<file path="src/hdl/itoa_pkg.sv">
// ----------------------------------------------------------------------------
// itoa_pkg
// Shared constants, types and helper functions for the integer to text block.
// ----------------------------------------------------------------------------
`timescale 1ns / 1ps

package itoa_pkg;

  localparam int VALUE_WIDTH = 32;
  localparam int MAX_DIGITS  = 32;

  localparam int DIGIT_W = 6;
  localparam int CHAR_W  = 8;
  localparam int COUNT_W = $clog2(MAX_DIGITS + 1);
  localparam int INDEX_W = $clog2(MAX_DIGITS);

  // divider retires this many quotient bits per cycle
  localparam int CHUNK      = 8;
  localparam int NUM_CHUNKS = (VALUE_WIDTH + CHUNK - 1) / CHUNK;
  localparam int PAD_W      = NUM_CHUNKS * CHUNK;
  localparam int DCNT_W     = $clog2(NUM_CHUNKS + 1);

  localparam logic [DIGIT_W-1:0] BASE_MIN   = DIGIT_W'(2);
  localparam logic [DIGIT_W-1:0] BASE_MAX   = DIGIT_W'(36);
  localparam logic [DIGIT_W-1:0] BASE_RESET = DIGIT_W'(10);
  localparam logic [DIGIT_W-1:0] DIGIT_MAX  = DIGIT_W'(9);

  localparam logic [CHAR_W-1:0] LETTER_OFFSET = CHAR_W'(87);
  localparam logic [CHAR_W-1:0] ZERO_CHAR     = CHAR_W'(48);
  localparam logic [CHAR_W-1:0] MINUS_CHAR    = CHAR_W'(45);

  typedef enum logic [2:0] {
    S_IDLE,
    S_START,
    S_WAIT,
    S_SIGN,
    S_DIGITS
  } state_t;

  typedef struct packed {
    logic busy;
    logic done;
  } div_status_t;

  function automatic logic [DIGIT_W-1:0] eff_base(input logic [DIGIT_W-1:0] b);
    logic [DIGIT_W-1:0] r;
    if (b < BASE_MIN) begin
      r = BASE_MIN;
    end else if (b > BASE_MAX) begin
      r = BASE_MAX;
    end else begin
      r = b;
    end
    return r;
  endfunction

  function automatic logic [CHAR_W-1:0] digit_char(input logic [DIGIT_W-1:0] d);
    logic [CHAR_W-1:0] c;
    if (d > DIGIT_MAX) begin
      c = CHAR_W'(d) + LETTER_OFFSET;
    end else begin
      c = CHAR_W'(d) + ZERO_CHAR;
    end
    return c;
  endfunction

endpackage

</file>
<file path="src/hdl/itoa_div.sv">
// ----------------------------------------------------------------------------
// itoa_div
// Shared restoring divider: magnitude by a small base, several bits per cycle.
// ----------------------------------------------------------------------------
`timescale 1ns / 1ps

module itoa_div (
  input  logic                                clk,
  input  logic                                rst,
  input  logic                                start,
  input  logic [itoa_pkg::VALUE_WIDTH-1:0]    dividend,
  input  logic [itoa_pkg::DIGIT_W-1:0]        base,
  output logic [itoa_pkg::VALUE_WIDTH-1:0]    quotient,
  output logic [itoa_pkg::DIGIT_W-1:0]        remainder,
  output itoa_pkg::div_status_t               status
);

  logic [itoa_pkg::PAD_W-1:0]  shreg;
  logic [itoa_pkg::PAD_W-1:0]  shreg_next;
  logic [itoa_pkg::DIGIT_W-1:0] rem;
  logic [itoa_pkg::DIGIT_W-1:0] rem_next;
  logic [itoa_pkg::DCNT_W-1:0] cnt;
  logic                        busy;
  logic                        done;

  logic [itoa_pkg::CHUNK-1:0]          top_bits;
  logic [itoa_pkg::CHUNK-1:0]          qbits;
  logic [itoa_pkg::PAD_W+itoa_pkg::CHUNK-1:0] joined;
  logic [itoa_pkg::DIGIT_W:0]          r;

  // one chunk of restoring division steps
  always_comb begin
    top_bits = shreg[itoa_pkg::PAD_W-1 -: itoa_pkg::CHUNK];
    r        = {1'b0, rem};
    qbits    = '0;
    for (int i = itoa_pkg::CHUNK - 1; i >= 0; i--) begin
      r = {r[itoa_pkg::DIGIT_W-1:0], top_bits[i]};
      if (r >= {1'b0, base}) begin
        r        = r - {1'b0, base};
        qbits[i] = 1'b1;
      end
    end
    joined     = {shreg, qbits};
    shreg_next = joined[itoa_pkg::PAD_W-1:0];
    rem_next   = r[itoa_pkg::DIGIT_W-1:0];
  end

  always_ff @(posedge clk) begin
    if (rst) begin
      busy <= 1'b0;
      done <= 1'b0;
      cnt  <= '0;
    end else begin
      done <= 1'b0;
      if (start) begin
        busy <= 1'b1;
        cnt  <= itoa_pkg::DCNT_W'(itoa_pkg::NUM_CHUNKS);
      end else if (busy) begin
        cnt <= cnt - 1'b1;
        if (cnt == itoa_pkg::DCNT_W'(1)) begin
          busy <= 1'b0;
          done <= 1'b1;
        end
      end
    end
  end

  always_ff @(posedge clk) begin
    if (start) begin
      shreg <= itoa_pkg::PAD_W'(dividend);
      rem   <= '0;
    end else if (busy) begin
      shreg <= shreg_next;
      rem   <= rem_next;
    end
  end

  assign quotient    = shreg[itoa_pkg::VALUE_WIDTH-1:0];
  assign remainder   = rem;
  assign status.busy = busy;
  assign status.done = done;

endmodule

</file>
<file path="src/hdl/signed_int_to_ascii_digits.sv">
// ----------------------------------------------------------------------------
// signed_int_to_ascii_digits
// Converts a signed integer to ASCII text in a configurable base.
// ----------------------------------------------------------------------------
// Input channel: value with in_valid / in_stall; an item is taken when
// in_valid is high and in_stall low. in_stall is high while a conversion runs.
// Output channel: one character per item with out_valid / out_stall; a '-'
// comes first for negative values, then digits most significant first, and
// last_char marks the final character. No terminator is sent.
// Config channel: digit_base with cfg_valid / cfg_ready, written while idle
// and no input item is offered.
// Values below 2 act as 2 and above 36 act as 36. Reset base is 10.
// Each digit is computed in turn in the shared divider, which retires 8
// quotient bits per cycle; then the characters are emitted, one character
// per cycle while the output is not stalled.
// Reset (synchronous, rst high) returns to idle and drops out_valid.
// A stalled output holds its character; emission pauses until it is taken.
// ----------------------------------------------------------------------------
`timescale 1ns / 1ps

module signed_int_to_ascii_digits (
  input  logic                                 clk,
  input  logic                                 rst,
  input  logic                                 in_valid,
  output logic                                 in_stall,
  input  logic signed [itoa_pkg::VALUE_WIDTH-1:0] value,
  output logic                                 out_valid,
  input  logic                                 out_stall,
  output logic [itoa_pkg::CHAR_W-1:0]          character,
  output logic                                 last_char,
  input  logic                                 cfg_valid,
  output logic                                 cfg_ready,
  input  logic [itoa_pkg::DIGIT_W-1:0]         digit_base
);

  itoa_pkg::state_t state;
  itoa_pkg::state_t state_next;

  logic [itoa_pkg::DIGIT_W-1:0]     base_reg;
  logic [itoa_pkg::VALUE_WIDTH-1:0] mag;
  logic [itoa_pkg::VALUE_WIDTH-1:0] mag_next;
  logic                             neg;
  logic                             neg_next;
  logic [itoa_pkg::COUNT_W-1:0]     cnt;
  logic [itoa_pkg::COUNT_W-1:0]     cnt_next;
  logic [itoa_pkg::COUNT_W-1:0]     rd_cnt;
  logic [itoa_pkg::COUNT_W-1:0]     rd_cnt_next;
  logic [itoa_pkg::DIGIT_W-1:0]     store [itoa_pkg::MAX_DIGITS];

  logic                             out_valid_next;
  logic [itoa_pkg::CHAR_W-1:0]      character_next;
  logic                             last_char_next;
  logic                             out_free;

  logic                             div_start;
  logic [itoa_pkg::VALUE_WIDTH-1:0] div_q;
  logic [itoa_pkg::DIGIT_W-1:0]     div_r;
  itoa_pkg::div_status_t            div_st;

  logic                             store_we;
  logic [itoa_pkg::COUNT_W-1:0]     cnt_inc;
  logic [itoa_pkg::COUNT_W-1:0]     rd_prev;
  logic [itoa_pkg::VALUE_WIDTH-1:0] value_u;

  itoa_div u_div (
    .clk       (clk),
    .rst       (rst),
    .start     (div_start),
    .dividend  (mag),
    .base      (itoa_pkg::eff_base(base_reg)),
    .quotient  (div_q),
    .remainder (div_r),
    .status    (div_st)
  );

  assign cfg_ready = (state == itoa_pkg::S_IDLE) && !in_valid;
  assign in_stall  = (state != itoa_pkg::S_IDLE);
  assign out_free  = !out_valid || !out_stall;
  assign cnt_inc   = cnt + 1'b1;
  assign rd_prev   = rd_cnt - 1'b1;
  assign value_u   = $unsigned(value);

  always_comb begin
    state_next     = state;
    mag_next       = mag;
    neg_next       = neg;
    cnt_next       = cnt;
    rd_cnt_next    = rd_cnt;
    out_valid_next = out_valid && out_stall;
    character_next = character;
    last_char_next = last_char;
    div_start      = 1'b0;
    store_we       = 1'b0;
    case (state)
      itoa_pkg::S_IDLE: begin
        if (in_valid) begin
          neg_next   = value_u[itoa_pkg::VALUE_WIDTH-1];
          mag_next   = value_u[itoa_pkg::VALUE_WIDTH-1] ? (~value_u + 1'b1) : value_u;
          cnt_next   = '0;
          state_next = itoa_pkg::S_START;
        end
      end
      itoa_pkg::S_START: begin
        div_start  = 1'b1;
        state_next = itoa_pkg::S_WAIT;
      end
      itoa_pkg::S_WAIT: begin
        if (div_st.done) begin
          store_we = 1'b1;
          mag_next = div_q;
          cnt_next = cnt_inc;
          if (div_q != '0 && cnt_inc < itoa_pkg::COUNT_W'(itoa_pkg::MAX_DIGITS)) begin
            state_next = itoa_pkg::S_START;
          end else begin
            rd_cnt_next = cnt_inc;
            state_next  = neg ? itoa_pkg::S_SIGN : itoa_pkg::S_DIGITS;
          end
        end
      end
      itoa_pkg::S_SIGN: begin
        if (out_free) begin
          out_valid_next = 1'b1;
          character_next = itoa_pkg::MINUS_CHAR;
          last_char_next = 1'b0;
          state_next     = itoa_pkg::S_DIGITS;
        end
      end
      itoa_pkg::S_DIGITS: begin
        if (out_free) begin
          out_valid_next = 1'b1;
          character_next = itoa_pkg::digit_char(store[rd_prev[itoa_pkg::INDEX_W-1:0]]);
          last_char_next = (rd_cnt == itoa_pkg::COUNT_W'(1));
          rd_cnt_next    = rd_prev;
          if (rd_cnt == itoa_pkg::COUNT_W'(1)) begin
            state_next = itoa_pkg::S_IDLE;
          end
        end
      end
      default: begin
        state_next = itoa_pkg::S_IDLE;
      end
    endcase
  end

  always_ff @(posedge clk) begin
    if (rst) begin
      state     <= itoa_pkg::S_IDLE;
      base_reg  <= itoa_pkg::BASE_RESET;
      out_valid <= 1'b0;
      cnt       <= '0;
      rd_cnt    <= '0;
      neg       <= 1'b0;
      mag       <= '0;
    end else begin
      state     <= state_next;
      out_valid <= out_valid_next;
      cnt       <= cnt_next;
      rd_cnt    <= rd_cnt_next;
      neg       <= neg_next;
      mag       <= mag_next;
      if (cfg_valid && cfg_ready) begin
        base_reg <= digit_base;
      end
    end
  end

  always_ff @(posedge clk) begin
    character <= character_next;
    last_char <= last_char_next;
    if (store_we) begin
      store[cnt[itoa_pkg::INDEX_W-1:0]] <= div_r;
    end
  end

`ifndef SYNTHESIS
  a_done_in_wait: assert property (@(posedge clk) disable iff (rst)
    div_st.done |-> state == itoa_pkg::S_WAIT)
    else $error("divider finished outside wait state");

  a_start_idle_div: assert property (@(posedge clk) disable iff (rst)
    div_start |-> !div_st.busy)
    else $error("divider started while busy");

  a_count_bound: assert property (@(posedge clk) disable iff (rst)
    cnt <= itoa_pkg::COUNT_W'(itoa_pkg::MAX_DIGITS) &&
    rd_cnt <= itoa_pkg::COUNT_W'(itoa_pkg::MAX_DIGITS))
    else $error("digit count out of range");

  a_emit_nonempty: assert property (@(posedge clk) disable iff (rst)
    state == itoa_pkg::S_DIGITS |-> rd_cnt != '0)
    else $error("emitting with no digits left");
`endif

endmodule

</file>
<file path="config.mk">
export PLATFORM = sky130hd
export DESIGN_NAME = signed_int_to_ascii_digits
export DESIGN_NICKNAME = d
export VERILOG_FILES = /design/src/hdl/itoa_pkg.sv /design/src/hdl/itoa_div.sv /design/src/hdl/signed_int_to_ascii_digits.sv
export SDC_FILE = /design/constraint.sdc
export NUM_CORES = 1
export LEC_CHECK = 0
export BUFFER_PORTS_ARGS = -buffer_cell sky130_fd_sc_hd__buf_4
export CAP_MARGIN = 20
export CORE_MARGIN = 2
export CORE_UTILIZATION = 55
export CTS_CLUSTER_DIAMETER = 30
export DETAILED_ROUTE_END_ITERATION = 8
export GPL_TIMING_DRIVEN = 1
export PLACE_DENSITY = 0.72
export REMOVE_ABC_BUFFERS = 1
export SLEW_MARGIN = 20
export SYNTH_ARGS = -nofsm -noshare
export SYNTH_HDL_FRONTEND = slang
export SYNTH_SLANG_ARGS = --single-unit
</file>
<file path="constraint.sdc">
create_clock -name clk -period 20.3 [get_ports clk]
set_input_delay 4.06 -clock clk [delete_from_list [all_inputs] [get_ports clk]]
set_output_delay 4.06 -clock clk [all_outputs]
set_load 0.01 [all_outputs]
</file>
==> impl_results.md <==
- Cell taking the most area after synthesis: edfxtp_1
- Rel. slew slack: 32.60%
- Fin crit period: roughly 19 ns
- Xor and xnor area share after synthesis: roughly 3.5%
- DRT iter0 DRCs: 1,060
- Detailed-route DRC error count: 0
- Initial Util: 55.61%
- Final setup viols: 0
- Vias in the first global route: 11,350
- CTS tree: yes
- Status: finished, final reports clean
- Mapped Cells: 1,357
- GPL Wtd Cong: 0.9700
- Main combinational cell family by area after synthesis: simple AND/OR/NAND/NOR gates
- Sequential fraction of the synthesis area: between 50% and 60%
- Clock Latency Late Sink: between 0.5 and 0.6 ns
- CP dominant cell by count: ha_1
- Pin count of the biggest net entering global routing: 63
- Clk slew on worst S/H paths: 0.05 ns
- Clock sinks: 299
- Max Fclk: 52.93 MHz
- Aggregate global-route resource usage: 26.03%
- Die Y: 173.9 µm
- Pins over their slew limit: 0
- Routed Antenna Nets: 0
- Die Span X: ~170 µm
- Num CTS Buffers: 57
- Count of cell types in the netlist: 73
- Pre-CTS setup slack: 1.304 ns
- Critical Path Slowest Stage Cell: or4b_1
- H-tree depth: 2
- Die area: 30,240 µm²
- Post-Synth Simple-Gate Area: 12.78%
- Crit-path max cell delay: 0.48 ns
- Total negative slack: 0 ns
- Synth Register Bits: 299
- WL per Instance: 20.86 µm
- Synthesized-area fraction occupied by adder cells: roughly 6.0%
- Measured slew at the worst slew-check pin: 1.011 ns
- CORE AREA: 28,550 µm²
- DRT Wirelength: just under 40,000 µm
- Clk buf depth: 3
- Max FFs per register: 192
- EDFF count, synth: 233
- Via/cell ratio: 6.083
- Main synth FF type: edfxtp_1
- Total grt overflow: 0
- Compound-cell area share of the yosys netlist: roughly 12%
- IO Port Bufs: 54
- Initial antenna violation count: 0
- Crit path capture type: flip-flop
- Final period util: 93.06%
- Via Count: 11,300
- Layout cell share with drive strength beyond 1: a little under a fifth
- RSZ-0062 raised after global routing: false
- Row cnt: between 60 and 70
- First-pass GRT wire length: approximately 62,000 µm
- Warnings from Yosys: 0
- Post-CTS setup buffer count: 0
- Final hold vios: 0
- Worst setup margin: 1.408 ns
- Critical Path Start Type: flip-flop
- CP max FO: 13
- Net count, final: about 1,500
- Yosys top cell area share: 44.07%
- Mux share of post-synthesis cell area: between 10 and 15%
- Cts hold-fix bufs: 0
- N_diodes: 0
- Mapped Avg Cell Area: around 12 µm²
- Mapped Area: 15,880 µm²
- Main area contributors after synthesis: edfxtp_1 44%, mux4_2 8.5%, dfxtp_1 8.3%
- Io pins: 55
- Area growth syn-to-layout: 17.90%
- Hpwl dp: ~25,000 µm
- Max Cap Violations: 0
- Hold Path Class: flip-flop to flip-flop
- FFs w/ async S/R, synth: 0%
- Fin Clk Skew: 0.02160 ns
- Critical path type: flip-flop to flip-flop
- Critical Path RT: 20.72 ns
- Post-CTS sizing: 0
- Clock root cell: clkbuf_16
- Drt first pass iters: 6
- CP arrival: 19.31 ns
-- logic make-up after synthesis --
kind of cell / after synthesis
AND/OR/NAND/NOR: 445
flip-flops: 299
AO/OA/AOI/OAI: 272
buffers and inverters: 107
multiplexers: 100
adder cells (fa/ha/maj): 71
XOR/XNOR: 63
-- placed cells by master, fill, tap and decap left out, types with 6 or more instances in the layout --
master     count
edfxtp_1     233
nor2_1       159
nand2_1      142
a21oi_1       76
buf_4         70
dfxtp_1       63
ha_1          62
mux4_2        60
clkbuf_16     59
inv_1         47
a211oi_1      46
xor2_1        44
o21ai_0       42
mux2i_1       23
nand3_1       22
xnor2_1       18
nor2b_1       17
mux2_2        16
nor3_1        14
nor4_1        13
a21o_1        12
inv_6         12
a31oi_1       11
or3_1         10
and3_1        10
and2_1         9
o211ai_1       9
clkinv_4       9
nand3b_1       8
o31ai_1        8
fa_1           8
clkinv_2       8
a211o_1        7
bufinv_16      7
nand2b_1       6
o21a_1         6
or2_2          6
o41ai_1        6
-- Yosys cell counts, drive strengths merged, types with 5 or more instances --
cell	n
o21a	8
and3	10
nand2	145
buf	7
a21o	12
o41ai	6
nand3	22
a31oi	11
o31ai	9
xnor2	19
a211oi	47
nand3b	8
clkbuf	53
o21ai	43
xor2	44
a21boi	5
fa	8
a21oi	76
inv	47
or2	6
nor3b	5
ha	63
nor2b	17
nor4	13
nor3	14
mux2	17
o211ai	10
mux2i	23
or3	11
dfxtp	66
nand2b	7
a211o	7
edfxtp	233
nand4	5
mux4	60
and2	9
nor2	160
-- critical path: cells and delay by family (launching register included) --
family	cells	cell delay [ns]
muxes	3	1.20
DFF	1	0.34
AOI/OAI and AO/OA	38	9.80
adders and majority gates	8	2.35
buffers and inverters	4	0.29
and+or+nand+nor	21	4.73
-- layer usage --
layer / up-vias / global-route usage, % / share of wire, %
met1: 5532 / 33.14 / 40
li1: 5260 / - / -
met3: 77 / 3.915 / 6.0
met5: - / 0 / 0
met2: 434 / 45.24 / 51
met4: 0 / 9.769 / 3.4
-- worst paths after layout --
check | depth (start not counted) | end | slack (ns) | from
setup / recovery | 74 | u_div.remainder[1]$_SDFFE_PP0P_ | 1.41 | base_reg[3]$_SDFFE_PP1P_
hold / removal | 2 | base_reg[0]$_SDFFE_PP0P_ | 0.45 | base_reg[0]$_SDFFE_PP0P_
setup reg to reg | 74 | u_div.remainder[1]$_SDFFE_PP0P_ | 1.41 | base_reg[3]$_SDFFE_PP1P_
hold reg to reg | 2 | base_reg[0]$_SDFFE_PP0P_ | 0.45 | base_reg[0]$_SDFFE_PP0P_
-- final cells by class --
cell class	instances	area [µm²]
Sequential cell	299	8324
Clock buffer	63	1521
Inverter	47	176.4
Clock inverter	44	520.5
Multi-Input combinational cell	951	7168
Timing Repair Buffer	70	525.5
Fill cell	2154	9831
Tap cell	384	480.5
-- per-stage QoR --
stage | hold WS, ns | instance area, µm² | cells | util [%]
after floorplan | 0.4258 | 15640 | 1297 | -
after global placement | 0.4468 | 16660 | 1751 | 58.37
after detailed placement | 0.4455 | 16660 | 1751 | 58.37
after CTS | 0.4515 | 18710 | 1858 | 65.52
after global routing | 0.4702 | 18720 | 1858 | 65.56
final | 0.4495 | 18720 | 1858 | 65.56
Power is not shown: default switching activity piles up to over one toggle a cycle in this logic, so the estimate is an artifact.
